**config.mk**
```make
export PLATFORM = sky130hd
export DESIGN_NAME = heat_map_colorizer
export DESIGN_NICKNAME = d
export VERILOG_FILES = /design/src/sv/hmc_pkg.sv /design/src/sv/heat_map_colorizer.sv /design/src/sv/hmc_div.sv
export SDC_FILE = /design/constraint.sdc
export NUM_CORES = 1
export LEC_CHECK = 0
export ABC_CLOCK_PERIOD_IN_PS = 9290
export BUFFER_PORTS_ARGS = -buffer_cell sky130_fd_sc_hd__buf_2
export CELL_PAD_IN_SITES_DETAIL_PLACEMENT = 0
export CELL_PAD_IN_SITES_GLOBAL_PLACEMENT = 1
export CORE_MARGIN = 2
export CORE_UTILIZATION = 45
export CTS_CLUSTER_SIZE = 25
export DETAILED_ROUTE_END_ITERATION = 8
export PLACE_DENSITY = 0.81
export SLEW_MARGIN = 20
export SYNTH_ARGS = -nofsm -noshare
export SYNTH_HDL_FRONTEND = slang
export SYNTH_SLANG_ARGS = --single-unit
export TNS_END_PERCENT = 1
```
**constraint.sdc**
```tcl
create_clock -name i_clk -period 9.29 [get_ports i_clk]
set_input_delay 0 -clock i_clk [delete_from_list [all_inputs] [get_ports i_clk]]
set_output_delay 0 -clock i_clk [all_outputs]
set_load 0.005 [all_outputs]
```
**src/sv/hmc_pkg.sv**
```systemverilog
package hmc_pkg;

    localparam int SAMPLE_WIDTH_DEF = 24;
    localparam int SAMPLE_BITS      = 24;
    localparam int CHAN_W           = 8;
    localparam int QUOT_W           = 8;
    localparam logic [7:0] NB_RESET   = 8'd10;
    localparam logic [7:0] NB_MAX     = 8'd240;
    localparam logic [7:0] HUE_MAX    = 8'd240;
    localparam logic [7:0] STEP_RESET = 8'd24;
    localparam logic [7:0] CHAN_FULL  = 8'd255;
    localparam logic [7:0] SECTOR_DEG = 8'd60;

    typedef enum logic {
        KIND_SCAN = 1'b0,
        KIND_MAP  = 1'b1
    } t_kind;

    typedef struct packed {
        t_kind                          kind;
        logic signed [SAMPLE_BITS-1:0]  sample;
    } t_in_item;

    typedef struct packed {
        logic [CHAN_W-1:0] red;
        logic [CHAN_W-1:0] green;
        logic [CHAN_W-1:0] blue;
        logic [7:0]        bucket_index;
        logic [7:0]        hue_degrees;
        logic              blank_sample;
        logic              range_error;
    } t_out_item;

    typedef enum logic [2:0] {
        S_IDLE,
        S_STEP,
        S_PREP,
        S_MUL,
        S_DIV,
        S_HUE,
        S_COLOR
    } t_state;

    // Rounded x*255/60 for x in 0..60, which equals floor((17*x + 2) / 4).
    function automatic logic [CHAN_W-1:0] ramp(input logic [7:0] x);
        logic [10:0] t;
        t = 11'(x) * 11'd17 + 11'd2;
        return t[9:2];
    endfunction

endpackage

```
**src/sv/heat_map_colorizer.sv**
```systemverilog
// Heat map colorizer: quantized pseudocolor for a data set streamed twice.
// Input channel i_in_valid/o_in_ready carries one word of kind and sample.
// A scan word (kind scan) updates the running maximum and the smallest
// nonzero minimum in the cycle it is accepted and gives no result.
// A map word gives one result word on o_out_valid/i_out_ready: white for a
// zero sample, otherwise a bucket, its hue and the RGB color of that hue.
// A map word that needs the divider passes from acceptance to a valid
// result through two setup steps, the shared restoring divider (one
// quotient bit per cycle, then a done flag), one hue multiply and one
// color step. A blank word, an empty range or a sample at or beyond either
// end of the range skips the divider. Scan words can follow one per
// cycle; no new word is taken while a map word is in progress.
// A write to num_buckets through i_cfg_we/i_cfg_data takes effect at once and
// reuses the divider for 240/num_buckets, so the input is not ready until
// that division is done.
// Reset sets num_buckets to 10 and clears the running range.
// A finished result waits in the output register; while the receiver stalls,
// scan words are still accepted, and the next map result holds in its last
// step until the output register frees.
module heat_map_colorizer #(
    parameter int SAMPLE_WIDTH = hmc_pkg::SAMPLE_WIDTH_DEF
) (
    input  logic               i_clk,
    input  logic               i_rst_n,
    input  logic               i_in_valid,
    output logic               o_in_ready,
    input  hmc_pkg::t_in_item  i_in_data,
    output logic               o_out_valid,
    input  logic               i_out_ready,
    output hmc_pkg::t_out_item o_out_data,
    input  logic               i_cfg_we,
    input  logic [7:0]         i_cfg_data
);

    localparam int SW = SAMPLE_WIDTH;
    localparam int NW = SW + 9;
    localparam int PW = SW + 8;

    hmc_pkg::t_state r_state;
    hmc_pkg::t_state n_state;

    logic signed [SW-1:0] r_max;
    logic signed [SW-1:0] r_min;
    logic                 r_min_seen;
    logic [7:0]           r_nb;
    logic [7:0]           r_step;
    logic signed [SW-1:0] r_v;
    logic [SW-1:0]        r_diff;
    logic [SW-1:0]        r_den;
    logic                 r_blank;
    logic                 r_err;
    logic                 r_zb;
    logic                 r_sat;
    logic [7:0]           r_bucket;
    logic [7:0]           r_hue;
    hmc_pkg::t_out_item   r_out;
    logic                 r_out_valid;

    logic signed [SW-1:0] w_v;
    logic                 w_in_acc;
    logic                 w_in_ready;
    logic                 w_div_start;
    logic                 w_out_load;
    logic [7:0]           w_nb_clamp;
    logic [7:0]           w_nb1;
    logic [PW-1:0]        w_prod;
    logic [NW-1:0]        w_div_num;
    logic [NW-1:0]        w_div_den;
    logic                 w_div_done;
    logic [7:0]           w_quot;
    logic [15:0]          w_hue_prod;
    logic [7:0]           w_sec_m;
    logic [7:0]           w_red;
    logic [7:0]           w_green;
    logic [7:0]           w_blue;

    // Only the low SAMPLE_WIDTH bits of the field count, taken as signed.
    assign w_v      = SW'($unsigned(i_in_data.sample));
    assign w_in_acc = i_in_valid && w_in_ready;

    assign w_nb_clamp = (i_cfg_data == 8'd0) ? 8'd1 :
                        (i_cfg_data > hmc_pkg::NB_MAX) ? hmc_pkg::NB_MAX : i_cfg_data;
    assign w_nb1      = r_nb - 8'd1;
    assign w_prod     = PW'(r_diff) * PW'(w_nb1);

    // Step division is 240 / buckets; bucket division is (2*num + den) / (2*den).
    always_comb begin
        if (i_cfg_we) begin
            w_div_num = NW'(hmc_pkg::HUE_MAX);
            w_div_den = NW'(w_nb_clamp);
        end else begin
            w_div_num = NW'({w_prod, 1'b0}) + NW'(r_den);
            w_div_den = NW'({r_den, 1'b0});
        end
    end

    hmc_div #(
        .NW(NW)
    ) u_div (
        .i_clk  (i_clk),
        .i_rst_n(i_rst_n),
        .i_start(w_div_start),
        .i_num  (w_div_num),
        .i_den  (w_div_den),
        .o_done (w_div_done),
        .o_quot (w_quot)
    );

    always_ff @(posedge i_clk) begin
        if (!i_rst_n) begin
            r_state <= hmc_pkg::S_IDLE;
        end else begin
            r_state <= n_state;
        end
    end

    always_comb begin
        n_state = r_state;
        unique case (r_state)
            hmc_pkg::S_IDLE: begin
                if (i_cfg_we) begin
                    n_state = hmc_pkg::S_STEP;
                end else if (w_in_acc && i_in_data.kind == hmc_pkg::KIND_MAP) begin
                    n_state = hmc_pkg::S_PREP;
                end
            end
            hmc_pkg::S_STEP: begin
                if (!i_cfg_we && w_div_done) begin
                    n_state = hmc_pkg::S_IDLE;
                end
            end
            hmc_pkg::S_PREP: begin
                n_state = hmc_pkg::S_MUL;
            end
            hmc_pkg::S_MUL: begin
                n_state = (r_zb || r_sat) ? hmc_pkg::S_HUE : hmc_pkg::S_DIV;
            end
            hmc_pkg::S_DIV: begin
                if (w_div_done) begin
                    n_state = hmc_pkg::S_HUE;
                end
            end
            hmc_pkg::S_HUE: begin
                n_state = hmc_pkg::S_COLOR;
            end
            hmc_pkg::S_COLOR: begin
                if (!r_out_valid || i_out_ready) begin
                    n_state = hmc_pkg::S_IDLE;
                end
            end
            default: begin
                n_state = hmc_pkg::S_IDLE;
            end
        endcase
    end

    always_comb begin
        w_in_ready  = 1'b0;
        w_div_start = 1'b0;
        w_out_load  = 1'b0;
        unique case (r_state)
            hmc_pkg::S_IDLE: begin
                w_in_ready  = !i_cfg_we;
                w_div_start = i_cfg_we;
            end
            hmc_pkg::S_STEP: begin
                w_div_start = i_cfg_we;
            end
            hmc_pkg::S_MUL: begin
                w_div_start = !(r_zb || r_sat);
            end
            hmc_pkg::S_COLOR: begin
                w_out_load = !r_out_valid || i_out_ready;
            end
            default: begin
                w_in_ready = 1'b0;
            end
        endcase
    end

    always_ff @(posedge i_clk) begin
        if (!i_rst_n) begin
            r_max      <= {1'b1, {(SW-1){1'b0}}};
            r_min      <= '0;
            r_min_seen <= 1'b0;
            r_nb       <= hmc_pkg::NB_RESET;
            r_step     <= hmc_pkg::STEP_RESET;
        end else begin
            if (i_cfg_we) begin
                r_nb <= w_nb_clamp;
            end
            if (r_state == hmc_pkg::S_STEP && w_div_done && !i_cfg_we) begin
                r_step <= w_quot;
            end
            if (w_in_acc && i_in_data.kind == hmc_pkg::KIND_SCAN) begin
                if (w_v > r_max) begin
                    r_max <= w_v;
                end
                if (w_v != '0 && (!r_min_seen || w_v < r_min)) begin
                    r_min      <= w_v;
                    r_min_seen <= 1'b1;
                end
            end
        end
    end

    always_ff @(posedge i_clk) begin
        if (w_in_acc) begin
            r_v <= w_v;
        end
        if (r_state == hmc_pkg::S_PREP) begin
            r_blank <= (r_v == '0);
            r_err   <= !r_min_seen || (r_max <= r_min);
            // A bucket of zero covers blank words, an empty range and samples
            // at or below the minimum; at or above the maximum it saturates.
            r_zb    <= (r_v == '0) || !r_min_seen || (r_max <= r_min) || (r_v <= r_min);
            r_sat   <= (r_v >= r_max);
            r_diff  <= SW'(r_v - r_min);
            r_den   <= SW'(r_max - r_min);
        end
        if (r_state == hmc_pkg::S_MUL) begin
            if (r_zb) begin
                r_bucket <= '0;
            end else if (r_sat) begin
                r_bucket <= w_nb1;
            end
        end
        if (r_state == hmc_pkg::S_DIV && w_div_done) begin
            r_bucket <= w_quot;
        end
        if (r_state == hmc_pkg::S_HUE) begin
            r_hue <= hmc_pkg::HUE_MAX - w_hue_prod[7:0];
        end
    end

    assign w_hue_prod = 16'(r_bucket) * 16'(r_step);

    // Hue to RGB with full saturation and value, one 60 degree sector at a time.
    always_comb begin
        w_sec_m = '0;
        w_red   = '0;
        w_green = '0;
        w_blue  = '0;
        if (r_hue < 8'd60) begin
            w_sec_m = r_hue;
            w_red   = hmc_pkg::CHAN_FULL;
            w_green = hmc_pkg::ramp(w_sec_m);
        end else if (r_hue < 8'd120) begin
            w_sec_m = r_hue - 8'd60;
            w_red   = hmc_pkg::ramp(hmc_pkg::SECTOR_DEG - w_sec_m);
            w_green = hmc_pkg::CHAN_FULL;
        end else if (r_hue < 8'd180) begin
            w_sec_m = r_hue - 8'd120;
            w_green = hmc_pkg::CHAN_FULL;
            w_blue  = hmc_pkg::ramp(w_sec_m);
        end else if (r_hue < 8'd240) begin
            w_sec_m = r_hue - 8'd180;
            w_green = hmc_pkg::ramp(hmc_pkg::SECTOR_DEG - w_sec_m);
            w_blue  = hmc_pkg::CHAN_FULL;
        end else if (r_hue < 8'd255 - 8'd14) begin
            w_sec_m = r_hue - 8'd240;
            w_red   = hmc_pkg::ramp(w_sec_m);
            w_blue  = hmc_pkg::CHAN_FULL;
        end else begin
            w_sec_m = r_hue - 8'd241;
            w_red   = hmc_pkg::CHAN_FULL;
            w_blue  = hmc_pkg::ramp(hmc_pkg::SECTOR_DEG - w_sec_m);
        end
    end

    always_ff @(posedge i_clk) begin
        if (!i_rst_n) begin
            r_out_valid <= 1'b0;
        end else if (w_out_load) begin
            r_out_valid <= 1'b1;
        end else if (i_out_ready) begin
            r_out_valid <= 1'b0;
        end
    end

    always_ff @(posedge i_clk) begin
        if (w_out_load) begin
            r_out.range_error <= r_err;
            r_out.blank_sample <= r_blank;
            if (r_blank) begin
                r_out.red          <= hmc_pkg::CHAN_FULL;
                r_out.green        <= hmc_pkg::CHAN_FULL;
                r_out.blue         <= hmc_pkg::CHAN_FULL;
                r_out.bucket_index <= '0;
                r_out.hue_degrees  <= '0;
            end else begin
                r_out.red          <= w_red;
                r_out.green        <= w_green;
                r_out.blue         <= w_blue;
                r_out.bucket_index <= r_bucket;
                r_out.hue_degrees  <= r_hue;
            end
        end
    end

    assign o_in_ready  = w_in_ready;
    assign o_out_valid = r_out_valid;
    assign o_out_data  = r_out;

    a_min_below_max: assert property (@(posedge i_clk) disable iff (!i_rst_n)
        r_min_seen |-> (r_max >= r_min))
        else $error("running minimum above running maximum");

    a_blank_white: assert property (@(posedge i_clk) disable iff (!i_rst_n)
        (o_out_valid && o_out_data.blank_sample) |->
        (o_out_data.red == 8'd255 && o_out_data.green == 8'd255 &&
         o_out_data.blue == 8'd255 && o_out_data.bucket_index == 8'd0))
        else $error("blank word not white");

    a_bucket_range: assert property (@(posedge i_clk) disable iff (!i_rst_n)
        (o_out_valid && !o_out_data.blank_sample) |-> (o_out_data.bucket_index < r_nb))
        else $error("bucket beyond bucket count");

    a_err_blue: assert property (@(posedge i_clk) disable iff (!i_rst_n)
        (o_out_valid && o_out_data.range_error && !o_out_data.blank_sample) |->
        (o_out_data.bucket_index == 8'd0 && o_out_data.hue_degrees == hmc_pkg::HUE_MAX))
        else $error("empty range did not give bucket zero");

    a_div_owner: assert property (@(posedge i_clk) disable iff (!i_rst_n)
        w_div_done |-> (r_state == hmc_pkg::S_STEP || r_state == hmc_pkg::S_DIV))
        else $error("divider finished with no waiting step");

endmodule

```
**src/sv/hmc_div.sv**
```systemverilog
module hmc_div #(
    parameter int NW = hmc_pkg::SAMPLE_WIDTH_DEF + 9
) (
    input  logic                      i_clk,
    input  logic                      i_rst_n,
    input  logic                      i_start,
    input  logic [NW-1:0]             i_num,
    input  logic [NW-1:0]             i_den,
    output logic                      o_done,
    output logic [hmc_pkg::QUOT_W-1:0] o_quot
);

    localparam int QW = hmc_pkg::QUOT_W;
    localparam int CW = $clog2(QW);

    logic [NW-1:0] r_rem;
    logic [NW-1:0] r_dsh;
    logic [QW-1:0] r_q;
    logic [CW-1:0] r_cnt;
    logic          r_busy;
    logic          r_done;
    logic          w_ge;

    // The quotient is known to fit in QW bits, so the divisor starts shifted
    // up by QW-1 and one quotient bit is settled per cycle.
    assign w_ge = (r_rem >= r_dsh);

    always_ff @(posedge i_clk) begin
        if (!i_rst_n) begin
            r_busy <= 1'b0;
            r_done <= 1'b0;
            r_cnt  <= '0;
        end else if (i_start) begin
            r_busy <= 1'b1;
            r_done <= 1'b0;
            r_cnt  <= '0;
        end else if (r_busy) begin
            r_cnt <= r_cnt + 1'b1;
            if (r_cnt == CW'(QW - 1)) begin
                r_busy <= 1'b0;
                r_done <= 1'b1;
            end
        end else begin
            r_done <= 1'b0;
        end
    end

    always_ff @(posedge i_clk) begin
        if (i_start) begin
            r_rem <= i_num;
            r_dsh <= i_den << (QW - 1);
            r_q   <= '0;
        end else if (r_busy) begin
            if (w_ge) begin
                r_rem <= r_rem - r_dsh;
            end
            r_dsh <= r_dsh >> 1;
            r_q   <= {r_q[QW-2:0], w_ge};
        end
    end

    assign o_done = r_done;
    assign o_quot = r_q;

endmodule
```
==> flow_results.xml, run 1 <==
<?xml version="1.0" encoding="UTF-8"?>
<metrics>
  <group name="run_status">
    <metric name="outcome" unit="">completed</metric>
  </group>
  <group name="global_route">
    <metric name="grt-ovfl-total" unit="">0</metric>
    <metric name="maximum_number_of_pins_on_one_net_before_global_route_repair" unit="">56</metric>
    <metric name="grt_pass1_wl" unit="um">111000</metric>
    <metric name="grt_util_all_layers" unit="">0.228</metric>
    <metric name="grt_pass1_vias" unit="">20900</metric>
    <metric name="antenna_found_initial" unit="">1</metric>
  </group>
  <group name="routing">
    <metric name="wire_per_inst" unit="um">18.7</metric>
    <metric name="detailedRoute.firstPassIterationCount" unit="">6</metric>
    <metric name="routed-via-count" unit="">20700</metric>
    <metric name="postRouteWirelength" unit="um">68900</metric>
    <metric name="route.detailed.vias_per_inst" unit="">5.60</metric>
    <metric name="route.detailed.drc" unit="">0</metric>
    <metric name="antenna_nets_post_route" unit="">0</metric>
    <metric name="drt-initial-drc-count" unit="">1469</metric>
  </group>
  <group name="floorplanning">
    <metric name="initial_cell_density_of_the_core" unit="">0.457</metric>
    <metric name="die_width" unit="um">246</metric>
    <metric name="placeableCoreArea" unit="um2">57900</metric>
    <metric name="pin_count" unit="">82</metric>
    <metric name="fp.dieH" unit="um">246</metric>
    <metric name="die_area" unit="um2">60700</metric>
    <metric name="floorplan.rows" unit="">88</metric>
  </group>
  <group name="timing">
    <metric name="fmax" unit="MHz">124</metric>
    <metric name="post-route-worst-setup-slack" unit="ns">1.24</metric>
    <metric name="max-slew-margin-rel" unit="">0.344</metric>
    <metric name="final_min_period_over_clock_period" unit="">0.867</metric>
    <metric name="drv_slew" unit="">0</metric>
    <metric name="fin_tns_setup" unit="ns">0</metric>
    <metric name="worst-slew-pin-transition" unit="ns">0.978</metric>
    <metric name="timing.final.crit_period" unit="ns">8.05</metric>
    <metric name="hold_violations" unit="">0</metric>
    <metric name="finalClockSkew" unit="ns">0.0135</metric>
    <metric name="grt_setup_unrepaired" unit="">false</metric>
    <metric name="setup-violations-final" unit="">0</metric>
  </group>
  <group name="setup_path">
    <metric name="crit_path_frequent_cell" unit="">inv_1</metric>
    <metric name="slowest_delay" unit="ns">0.56</metric>
    <metric name="crit_buf_inv" unit="">6</metric>
    <metric name="path_delay_family" unit="">adder cells</metric>
    <metric name="endpoint_kind" unit="">register</metric>
    <metric name="critPathLaunchType" unit="">register</metric>
    <metric name="crit_fanout" unit="">11</metric>
    <metric name="cp_data_required_time" unit="ns">9.61</metric>
    <metric name="cpMaxStageDelayCell" unit="">fa_1</metric>
    <metric name="arrival_time_at_the_worst_endpoint" unit="ns">8.37</metric>
    <metric name="path_class" unit="">reg2reg</metric>
  </group>
  <group name="logic_synthesis">
    <metric name="synth_edf_count" unit="">192</metric>
    <metric name="dominantRegCellSynth" unit="">edfxtp_1</metric>
    <metric name="syn_area_per_cell" unit="um2">9.40</metric>
    <metric name="synth-async-reset-ratio" unit="">0</metric>
    <metric name="synth_register_bits" unit="">281</metric>
    <metric name="yosysSeqAreaShare" unit="">0.285</metric>
    <metric name="synth_area" unit="um2">26400</metric>
    <metric name="synth_warnings" unit="">0</metric>
    <metric name="post_synth_num_cell_types" unit="">87</metric>
    <metric name="synthesis.instances" unit="">2812</metric>
    <metric name="synthesis.nets" unit="">3314</metric>
  </group>
  <group name="hold_path">
    <metric name="hold_path.class" unit="">in2reg</metric>
  </group>
  <group name="final_layout">
    <metric name="area_growth" unit="%">10.1</metric>
    <metric name="final_common_cell" unit="">inv_1</metric>
    <metric name="most-common-layout-cells" unit="">339 x inv_1, 315 x ha_1, 192 x edfxtp_1, 170 x nand2_1, 168 x a21oi_1</metric>
    <metric name="finish.cell_count_without_fillers" unit="">3693</metric>
    <metric name="finalNetCount" unit="">3405</metric>
    <metric name="n_antenna_cell" unit="">0</metric>
    <metric name="ratio_of_cells_with_drive_above_1_in_the_final_layout" unit="">0.0686</metric>
  </group>
  <group name="place">
    <metric name="dp.cells" unit="">3594</metric>
    <metric name="io_buffer_count" unit="">81</metric>
    <metric name="dpl_worst_slack" unit="ns">1.29</metric>
    <metric name="place.detailed.hpwl" unit="um">54500</metric>
    <metric name="gp_weighted_congestion" unit="">0.973</metric>
  </group>
  <group name="clock_tree">
    <metric name="cts.sink_count" unit="">281</metric>
    <metric name="clockBufferDepth" unit="">3</metric>
    <metric name="clk_latency" unit="ns">0.59</metric>
    <metric name="tritoncts" unit="">built</metric>
    <metric name="cts_buffers" unit="">31</metric>
    <metric name="cts_root_buffer" unit="">clkbuf_16</metric>
    <metric name="cts_max_level" unit="">1</metric>
    <metric name="clk_transition_reported_paths" unit="ns">0.06</metric>
    <metric name="postCtsSetupBuffers" unit="">0</metric>
  </group>
  <group name="job">
    <metric name="max-cap-violations" unit="">0</metric>
  </group>
</metrics>
## worst register-to-register path, delay by kind of cell (launching register included)
kind / cells / cell delay, ns
flip-flops: 1 / 0.40
AND/OR/NAND/NOR: 6 / 1.32
XOR/XNOR: 2 / 0.65
adder cells (fa/ha/maj): 7 / 2.89
buffers and inverters: 6 / 0.40
AO/OA/AOI/OAI: 11 / 2.17
## flip-flops by register name, summed over array words and instances (netlist names)
signal,flops
o_out_data,42
o_out_valid,1
r_blank,1
r_bucket,8
r_den,24
r_diff,24
r_err,1
r_hue,8
r_max,24
r_min,24
r_min_seen,1
r_nb,8
r_sat,1
r_state,3
r_step,8
r_v,24
r_zb,1
u_div.o_done,1
u_div.o_quot,8
u_div.r_busy,1
u_div.r_cnt,3
u_div.r_dsh,32
u_div.r_rem,33
## worst paths after layout
kind                      to  depth (start not counted)  slack [ns]           from
max reg2reg  u_div.r_rem[26]                         32        1.24        r_nb[0]
min               r_min_seen                          4        0.03  i_in_data[24]
min reg2reg    o_out_data[0]                          0        0.43          r_err
max          u_div.r_rem[26]                         32        1.24        r_nb[0]
## synth_stat cells, types with 63 or more instances
library cell | instances | area [um2]
and2_1 | 98 | 613
dfxtp_1 | 89 | 1780
xor2_1 | 63 | 552
nand3_1 | 84 | 420
a21o_1 | 77 | 578
nand2_1 | 171 | 642
nor2b_1 | 93 | 582
clkbuf_1 | 69 | 259
xnor2_1 | 132 | 1160
inv_1 | 340 | 1280
nor2_1 | 135 | 507
edfxtp_1 | 192 | 5770
a21oi_1 | 168 | 841
o21ai_0 | 78 | 390
ha_1 | 315 | 3940
fa_1 | 149 | 2980
## final cells by class
class	instances	area, um2
clock buffers	38	853
clock inverters	20	138
fillers	5316	28800
inverters	340	1280
multi-input cells	2107	17400
flip-flops and latches	281	7550
well taps	765	957
repair buffers	142	993
## through the flow
stage	instance area (um2)	util	hold slack, ns
global placement	27700	0.478	0.273
floorplan	26400	-	0.0989
detailed placement	27700	0.478	0.271
finish	29100	0.503	0.0329
CTS	29100	0.502	0.00702
global route	29100	0.503	0.0450
## cells by family after synthesis
logic type | share of synthesized area
XOR/XNOR | 0.0646
adder cells (fa/ha/maj) | 0.262
AO/OA/AOI/OAI | 0.165
flip-flops | 0.285
buffers and inverters | 0.0616
multiplexers | 0.0110
AND/OR/NAND/NOR | 0.151
## per-layer routing
metal	routed length (um)	track usage	vias up	part of all wire
met5	0	0	-	0
li1	-	-	10000	-
met3	3160	0.0245	110	0.046
met2	31200	0.374	504	0.45
met1	32700	0.322	10000	0.47
met4	1880	0.0555	0	0.027
## repair_timing
| item | in CTS | in global routing |
|---|---|---|
| gates resized for setup | 0 | 0 |
| hold buffers | 39 | 0 |
| endpoints found under the hold margin | 92 | 0 |
| setup endpoints to repair | 0 | 0 |
Power of run 1 is left out: the tool's default activity adds up to more than one toggle a clock period on the data nets, which glitch-free logic cannot reach.
==> run 2, diff against run 1 <==
--- a/config.mk
+++ b/config.mk
@@ -13,6 +13,7 @@
 export CORE_UTILIZATION = 45
 export CTS_CLUSTER_SIZE = 25
 export DETAILED_ROUTE_END_ITERATION = 8
+export MAX_ROUTING_LAYER = met4
 export PLACE_DENSITY = 0.81
 export SLEW_MARGIN = 20
 export SYNTH_ARGS = -nofsm -noshare
==> run 2 against run 1 <==
- clock skew about the same
- design area is 0.40% higher
- register-to-register slack got worse by 0.08 ns
- non-clock buffer count is 5 lower
- via count grew 0.30%
==> flow_results.xml, run 2 (synthesis results as in run 1) <==
<?xml version="1.0" encoding="UTF-8"?>
<metrics>
  <group name="run_status">
    <metric name="outcome" unit="">completed</metric>
  </group>
  <group name="timing">
    <metric name="fin_tns_setup" unit="ns">0</metric>
    <metric name="timing.final.crit_period" unit="ns">8.13</metric>
    <metric name="max-slew-margin-rel" unit="">0.297</metric>
    <metric name="fmax" unit="MHz">123</metric>
    <metric name="grt_setup_unrepaired" unit="">false</metric>
    <metric name="worst-slew-pin-transition" unit="ns">1.05</metric>
    <metric name="final_min_period_over_clock_period" unit="">0.875</metric>
    <metric name="drv_slew" unit="">0</metric>
    <metric name="hold_violations" unit="">0</metric>
    <metric name="finalClockSkew" unit="ns">0.0138</metric>
    <metric name="setup-violations-final" unit="">0</metric>
  </group>
  <group name="setup_path">
    <metric name="worst-r2r-setup-slack" unit="ns">1.16</metric>
    <metric name="endpoint_kind" unit="">register</metric>
    <metric name="critPathLaunchType" unit="">register</metric>
    <metric name="rr_startpoint" unit="">r_nb[0]</metric>
    <metric name="number_of_cells_on_the_worst_reg_to_reg_path" unit="">32</metric>
    <metric name="worst_r2r_endpoint" unit="">u_div.r_rem[26]</metric>
    <metric name="cp_data_required_time" unit="ns">9.57</metric>
    <metric name="crit_fanout" unit="">11</metric>
    <metric name="path_class" unit="">reg2reg</metric>
    <metric name="arrival_time_at_the_worst_endpoint" unit="ns">8.41</metric>
    <metric name="cpMaxStageDelayCell" unit="">fa_1</metric>
    <metric name="slowest_delay" unit="ns">0.55</metric>
    <metric name="crit_path_frequent_cell" unit="">inv_1</metric>
  </group>
  <group name="floorplanning">
    <metric name="placeableCoreArea" unit="um2">57900</metric>
    <metric name="die_area" unit="um2">60700</metric>
    <metric name="fp.dieH" unit="um">246</metric>
    <metric name="initial_cell_density_of_the_core" unit="">0.457</metric>
    <metric name="floorplan.rows" unit="">88</metric>
    <metric name="die_width" unit="um">246</metric>
    <metric name="pin_count" unit="">82</metric>
  </group>
  <group name="routing">
    <metric name="postRouteWirelength" unit="um">69600</metric>
    <metric name="drt-initial-drc-count" unit="">1361</metric>
    <metric name="routed-via-count" unit="">20700</metric>
    <metric name="wire_per_inst" unit="um">18.8</metric>
    <metric name="antenna_nets_post_route" unit="">0</metric>
    <metric name="detailedRoute.firstPassIterationCount" unit="">6</metric>
    <metric name="route.detailed.drc" unit="">0</metric>
    <metric name="route.detailed.vias_per_inst" unit="">5.61</metric>
  </group>
  <group name="clock_tree">
    <metric name="cts_max_level" unit="">2</metric>
    <metric name="clk_latency" unit="ns">0.55</metric>
    <metric name="cts_buffers" unit="">35</metric>
    <metric name="tritoncts" unit="">built</metric>
    <metric name="cts_root_buffer" unit="">clkbuf_16</metric>
    <metric name="postCtsSetupBuffers" unit="">0</metric>
    <metric name="cts.sink_count" unit="">281</metric>
    <metric name="clockBufferDepth" unit="">3</metric>
    <metric name="clk_transition_reported_paths" unit="ns">0.06</metric>
  </group>
  <group name="global_route">
    <metric name="grt_pass1_wl" unit="um">113000</metric>
    <metric name="grt_util_all_layers" unit="">0.239</metric>
    <metric name="grt_use_met3" unit="">0.0276</metric>
    <metric name="grt-ovfl-total" unit="">0</metric>
    <metric name="grt_util_met1" unit="">0.328</metric>
    <metric name="maximum_number_of_pins_on_one_net_before_global_route_repair" unit="">56</metric>
    <metric name="gr-max-usage-layer" unit="">met2</metric>
    <metric name="antenna_found_initial" unit="">1</metric>
    <metric name="grt_util_met2" unit="">0.374</metric>
    <metric name="grt_pass1_vias" unit="">21100</metric>
  </group>
  <group name="final_layout">
    <metric name="largest_register_ffs" unit="">42</metric>
    <metric name="final_common_cell" unit="">inv_1</metric>
    <metric name="ratio_of_cells_with_drive_above_1_in_the_final_layout" unit="">0.0703</metric>
    <metric name="finalNetCount" unit="">3404</metric>
    <metric name="filler_cell_count" unit="">5328</metric>
    <metric name="area_growth" unit="%">10.6</metric>
    <metric name="most-common-layout-cells" unit="">339 x inv_1, 315 x ha_1, 192 x edfxtp_1, 171 x nand2_1, 168 x a21oi_1</metric>
  </group>
  <group name="hold_path">
    <metric name="hold_path.class" unit="">in2reg</metric>
    <metric name="timing.hold.worst_endpoint" unit="">r_step[3]</metric>
    <metric name="min_path_cells" unit="">3</metric>
    <metric name="worst_hold_startpoint" unit="">i_rst_n</metric>
  </group>
  <group name="place">
    <metric name="io_buffer_count" unit="">81</metric>
    <metric name="place.detailed.hpwl" unit="um">55000</metric>
    <metric name="gp_weighted_congestion" unit="">0.986</metric>
  </group>
  <group name="job">
    <metric name="max-cap-violations" unit="">0</metric>
  </group>
</metrics>
==> run 2: changes by cell type in the layout (fill, tap and decap cells not counted) <==
cell	delta
bufinv_16	+3
clkbuf_16	+4
clkbuf_8	-3
clkinv_2	+2
clkinvlp_4	+2
diode_2	+1
dlygate4sd3_1	-5
inv_4	-4
inv_6	+2
nand2_1	+1
nand2_2	-1
==> run 2: critical path, delay by kind of cell (launching register included) <==
| family | cells | cell delay (ns) |
|---|---|---|
| AO/OA/AOI/OAI | 11 | 2.13 |
| buffers and inverters | 6 | 0.39 |
| adder cells (fa/ha/maj) | 7 | 2.91 |
| XOR/XNOR | 2 | 0.70 |
| flip-flops | 1 | 0.40 |
| AND/OR/NAND/NOR | 6 | 1.29 |
==> run 2: timing repair <==
action | in CTS | in global routing
hold endpoints to repair | 89 | 0
hold buffers | 34 | 0
endpoints found under the setup margin | 0 | 0
gates resized for setup | 0 | 0
==> run 2: final cells by class <==
cell class                 count  area, um2  area share
clock inverter                25        245     0.00839
antenna                        1       2.50   0.0000856
sequential                   281       7550       0.258
tap                          765        957      0.0327
clock buffer                  39        912      0.0312
multi-input combinational   2107      17300       0.593
timing repair buffer         137        943      0.0323
inverter                     340       1280      0.0437
==> run 2: metrics by stage <==
| stage | util | hold WS [ns] | instance area, um2 | cells | setup slack, ns |
|---|---|---|---|---|---|
| 2_1_floorplan | - | 0.0989 | 26400 | 2812 | 1.39 |
| 3_3_place_gp | 0.478 | 0.271 | 27700 | 3594 | 1.37 |
| 3_5_place_dp | 0.478 | 0.273 | 27700 | 3594 | 1.26 |
| 4_1_cts | 0.504 | 0.00832 | 29200 | 3692 | 1.23 |
| 5_1_grt | 0.505 | 0.0577 | 29200 | 3695 | 0.678 |
| 6_report | 0.505 | 0.0227 | 29200 | 3695 | 1.16 |
==> run 2: how the worst max path moves through the flow <==
| stage | end | startpoint | slack (ns) | depth (start not counted) |
|---|---|---|---|---|
| final | u_div.r_rem[26] | r_nb[0] | 1.16 | 32 |
| after global routing | u_div.r_rem[26] | r_nb[2] | 0.68 | 32 |
| after CTS | u_div.r_rem[26] | r_nb[2] | 1.23 | 32 |
| after detailed placement | u_div.r_rem[26] | r_nb[2] | 1.26 | 32 |
| after global placement | u_div.r_rem[26] | r_nb[2] | 1.37 | 32 |
| after floorplan | u_div.r_rem[26] | r_nb[0] | 1.39 | 34 |
==> run 2: layer usage <==
| layer | vias up | share of wire |
|---|---|---|
| met4 | 0 | 0.025 |
| met5 | - | 0 |
| met3 | 103 | 0.049 |
| met2 | 503 | 0.45 |
| met1 | 10100 | 0.47 |
| li1 | 10100 | - |
Power of run 2 is left out for the same reason.
==> run 3, diff against run 2 <==
--- a/config.mk
+++ b/config.mk
@@ -9,6 +9,7 @@
 export BUFFER_PORTS_ARGS = -buffer_cell sky130_fd_sc_hd__buf_2
 export CELL_PAD_IN_SITES_DETAIL_PLACEMENT = 0
 export CELL_PAD_IN_SITES_GLOBAL_PLACEMENT = 1
+export CORE_ASPECT_RATIO = 0.6
 export CORE_MARGIN = 2
 export CORE_UTILIZATION = 45
 export CTS_CLUSTER_SIZE = 25
==> run 3 against run 2 <==
- via count is 2.9% higher
- global-route usage up 1.8 points
- register-to-register slack got worse by 0.04 ns
- first-iteration DRC count up 65%
- setup slack got worse by 0.043 ns
- die area rose by 0.10%
- clock-buffer cell count rose by 8
- critical path type unchanged
==> flow_results.xml, run 3 (synthesis results as in run 1) <==
<?xml version="1.0" encoding="UTF-8"?>
<metrics>
  <group name="run_status">
    <metric name="outcome" unit="">completed</metric>
  </group>
  <group name="final_layout">
    <metric name="ratio_of_cells_with_drive_above_1_in_the_final_layout" unit="">0.0695</metric>
    <metric name="final_core_utilization" unit="">0.507</metric>
    <metric name="finalNetCount" unit="">3411</metric>
    <metric name="filler_cell_count" unit="">5277</metric>
    <metric name="n_antenna_cell" unit="">0</metric>
    <metric name="most-common-layout-cells" unit="">338 x inv_1, 315 x ha_1, 192 x edfxtp_1, 170 x nand2_1, 168 x a21oi_1</metric>
    <metric name="area_growth" unit="%">10.8</metric>
    <metric name="largest_register_ffs" unit="">42</metric>
    <metric name="finalInstanceArea" unit="um2">29300</metric>
    <metric name="final_common_cell" unit="">inv_1</metric>
  </group>
  <group name="global_route">
    <metric name="antenna_found_initial" unit="">0</metric>
    <metric name="grt_pass1_wl" unit="um">118000</metric>
    <metric name="maximum_number_of_pins_on_one_net_before_global_route_repair" unit="">66</metric>
    <metric name="grt-ovfl-total" unit="">0</metric>
    <metric name="grt_util_met1" unit="">0.385</metric>
    <metric name="grt_use_met3" unit="">0.0718</metric>
    <metric name="grt_util_met2" unit="">0.338</metric>
    <metric name="gr-max-usage-layer" unit="">met1</metric>
    <metric name="grt_util_all_layers" unit="">0.257</metric>
    <metric name="grt_pass1_vias" unit="">20900</metric>
  </group>
  <group name="place">
    <metric name="io_buffer_count" unit="">81</metric>
    <metric name="placement.cell_area" unit="um2">27700</metric>
    <metric name="place.detailed.hpwl" unit="um">57400</metric>
    <metric name="gp_weighted_congestion" unit="">0.947</metric>
  </group>
  <group name="setup_path">
    <metric name="cp_data_required_time" unit="ns">9.54</metric>
    <metric name="path_class" unit="">reg2reg</metric>
    <metric name="slowest_delay" unit="ns">0.54</metric>
    <metric name="endpoint_kind" unit="">register</metric>
    <metric name="arrival_time_at_the_worst_endpoint" unit="ns">8.43</metric>
    <metric name="timing.critical_path.to" unit="">u_div.r_rem[28]</metric>
    <metric name="cpMaxStageDelayCell" unit="">fa_1</metric>
    <metric name="rr_startpoint" unit="">r_nb[3]</metric>
    <metric name="critPathLaunchType" unit="">register</metric>
    <metric name="number_of_cells_on_the_worst_reg_to_reg_path" unit="">32</metric>
    <metric name="worst_r2r_endpoint" unit="">u_div.r_rem[28]</metric>
    <metric name="worst-r2r-setup-slack" unit="ns">1.11</metric>
    <metric name="crit_fanout" unit="">25</metric>
    <metric name="critical_path.startpoint" unit="">r_nb[3]</metric>
  </group>
  <group name="timing">
    <metric name="finalClockSkew" unit="ns">0.0354</metric>
    <metric name="timing.final.crit_period" unit="ns">8.18</metric>
    <metric name="hold_violations" unit="">0</metric>
    <metric name="fin_tns_setup" unit="ns">0</metric>
    <metric name="drv_slew" unit="">0</metric>
    <metric name="worst-slew-pin-transition" unit="ns">1.11</metric>
    <metric name="setup-violations-final" unit="">0</metric>
    <metric name="max-slew-margin-rel" unit="">0.254</metric>
    <metric name="fmax" unit="MHz">122</metric>
    <metric name="worst_hold_slack" unit="ns">0.0748</metric>
    <metric name="grt_setup_unrepaired" unit="">false</metric>
    <metric name="final_min_period_over_clock_period" unit="">0.880</metric>
  </group>
  <group name="routing">
    <metric name="wire_per_inst" unit="um">19.9</metric>
    <metric name="detailedRoute.firstPassIterationCount" unit="">5</metric>
    <metric name="route.detailed.vias_per_inst" unit="">5.76</metric>
    <metric name="routed-via-count" unit="">21300</metric>
    <metric name="route.detailed.drc" unit="">0</metric>
    <metric name="antenna_nets_post_route" unit="">0</metric>
    <metric name="drt-initial-drc-count" unit="">2248</metric>
    <metric name="postRouteWirelength" unit="um">73500</metric>
  </group>
  <group name="floorplanning">
    <metric name="placeableCoreArea" unit="um2">57800</metric>
    <metric name="initial_cell_density_of_the_core" unit="">0.458</metric>
    <metric name="floorplan.rows" unit="">68</metric>
    <metric name="die_width" unit="um">317</metric>
    <metric name="pin_count" unit="">82</metric>
    <metric name="die_area" unit="um2">60800</metric>
    <metric name="fp.dieH" unit="um">192</metric>
  </group>
  <group name="clock_tree">
    <metric name="clockBufferDepth" unit="">3</metric>
    <metric name="cts_max_level" unit="">2</metric>
    <metric name="cts_root_buffer" unit="">clkbuf_16</metric>
    <metric name="cts_buffers" unit="">34</metric>
    <metric name="clk_latency" unit="ns">0.57</metric>
    <metric name="tritoncts" unit="">built</metric>
    <metric name="cts.sink_count" unit="">281</metric>
    <metric name="clk_transition_reported_paths" unit="ns">0.06</metric>
    <metric name="ctsResizeCount" unit="">0</metric>
  </group>
  <group name="hold_path">
    <metric name="hold_path.class" unit="">in2reg</metric>
  </group>
  <group name="job">
    <metric name="max-cap-violations" unit="">0</metric>
  </group>
</metrics>
run 3: cell types whose count changed in the layout (fill, tap and decap cells not counted), sizes merged:
cell,change
clkbuf,+8
inv,-2
buf,+2
clkinvlp,-1
dlygate4sd3,+6
clkinv,-8
diode,-1
run 3: worst min-delay path by stage:
| stage | start | endpoint | slack [ns] | cells after the start |
|---|---|---|---|---|
| floorplan | i_in_data[0] | r_v[0] | 0.1 | 0 |
| global placement | i_in_data[18] | r_v[18] | 0.27 | 1 |
| detailed placement | i_in_data[6] | r_v[6] | 0.27 | 1 |
| CTS | i_in_data[24] | r_min_seen | 0.04 | 4 |
| global route | i_cfg_data[0] | r_nb[0] | 0.07 | 4 |
| finish | i_cfg_data[0] | r_nb[0] | 0.07 | 4 |
run 3: critical path, delay by kind of cell (launching register included):
family / cells / cell delay, ns
buf+inv: 5 / 0.43
fa+ha+maj: 6 / 2.72
simple gates: 8 / 1.85
compound gates: 11 / 2.16
xor+xnor: 2 / 0.32
flops: 1 / 0.36
run 3: stage by stage:
stage	std cells	setup slack, ns
after detailed placement	3603	1.14
after global placement	3603	1.27
final	3704	1.11
after CTS	3704	1.12
after floorplan	2812	1.39
after global routing	3704	0.654
run 3: final cells by class:
class / instances / area (um2) / area share
clock buffer: 47 / 972 / 0.0332
clock inverter: 14 / 184 / 0.00628
inverter: 340 / 1280 / 0.0436
multi-input combinational: 2107 / 17400 / 0.593
sequential: 281 / 7550 / 0.258
tap: 770 / 963 / 0.0329
timing repair buffer: 145 / 986 / 0.0337
run 3: per-layer routing:
metal  vias up  part of all wire
li1      10100                 -
met1     10300              0.49
met2       828              0.38
met3        81              0.11
met4         0             0.019
met5         -                 0
run 3: repair_timing:
action                     in CTS  in global routing
hold endpoints to repair       93                  0
buffers inserted                0                  0
setup endpoints to repair       0                  0
hold buffers                   40                  0
Power of run 3 is left out for the same reason.
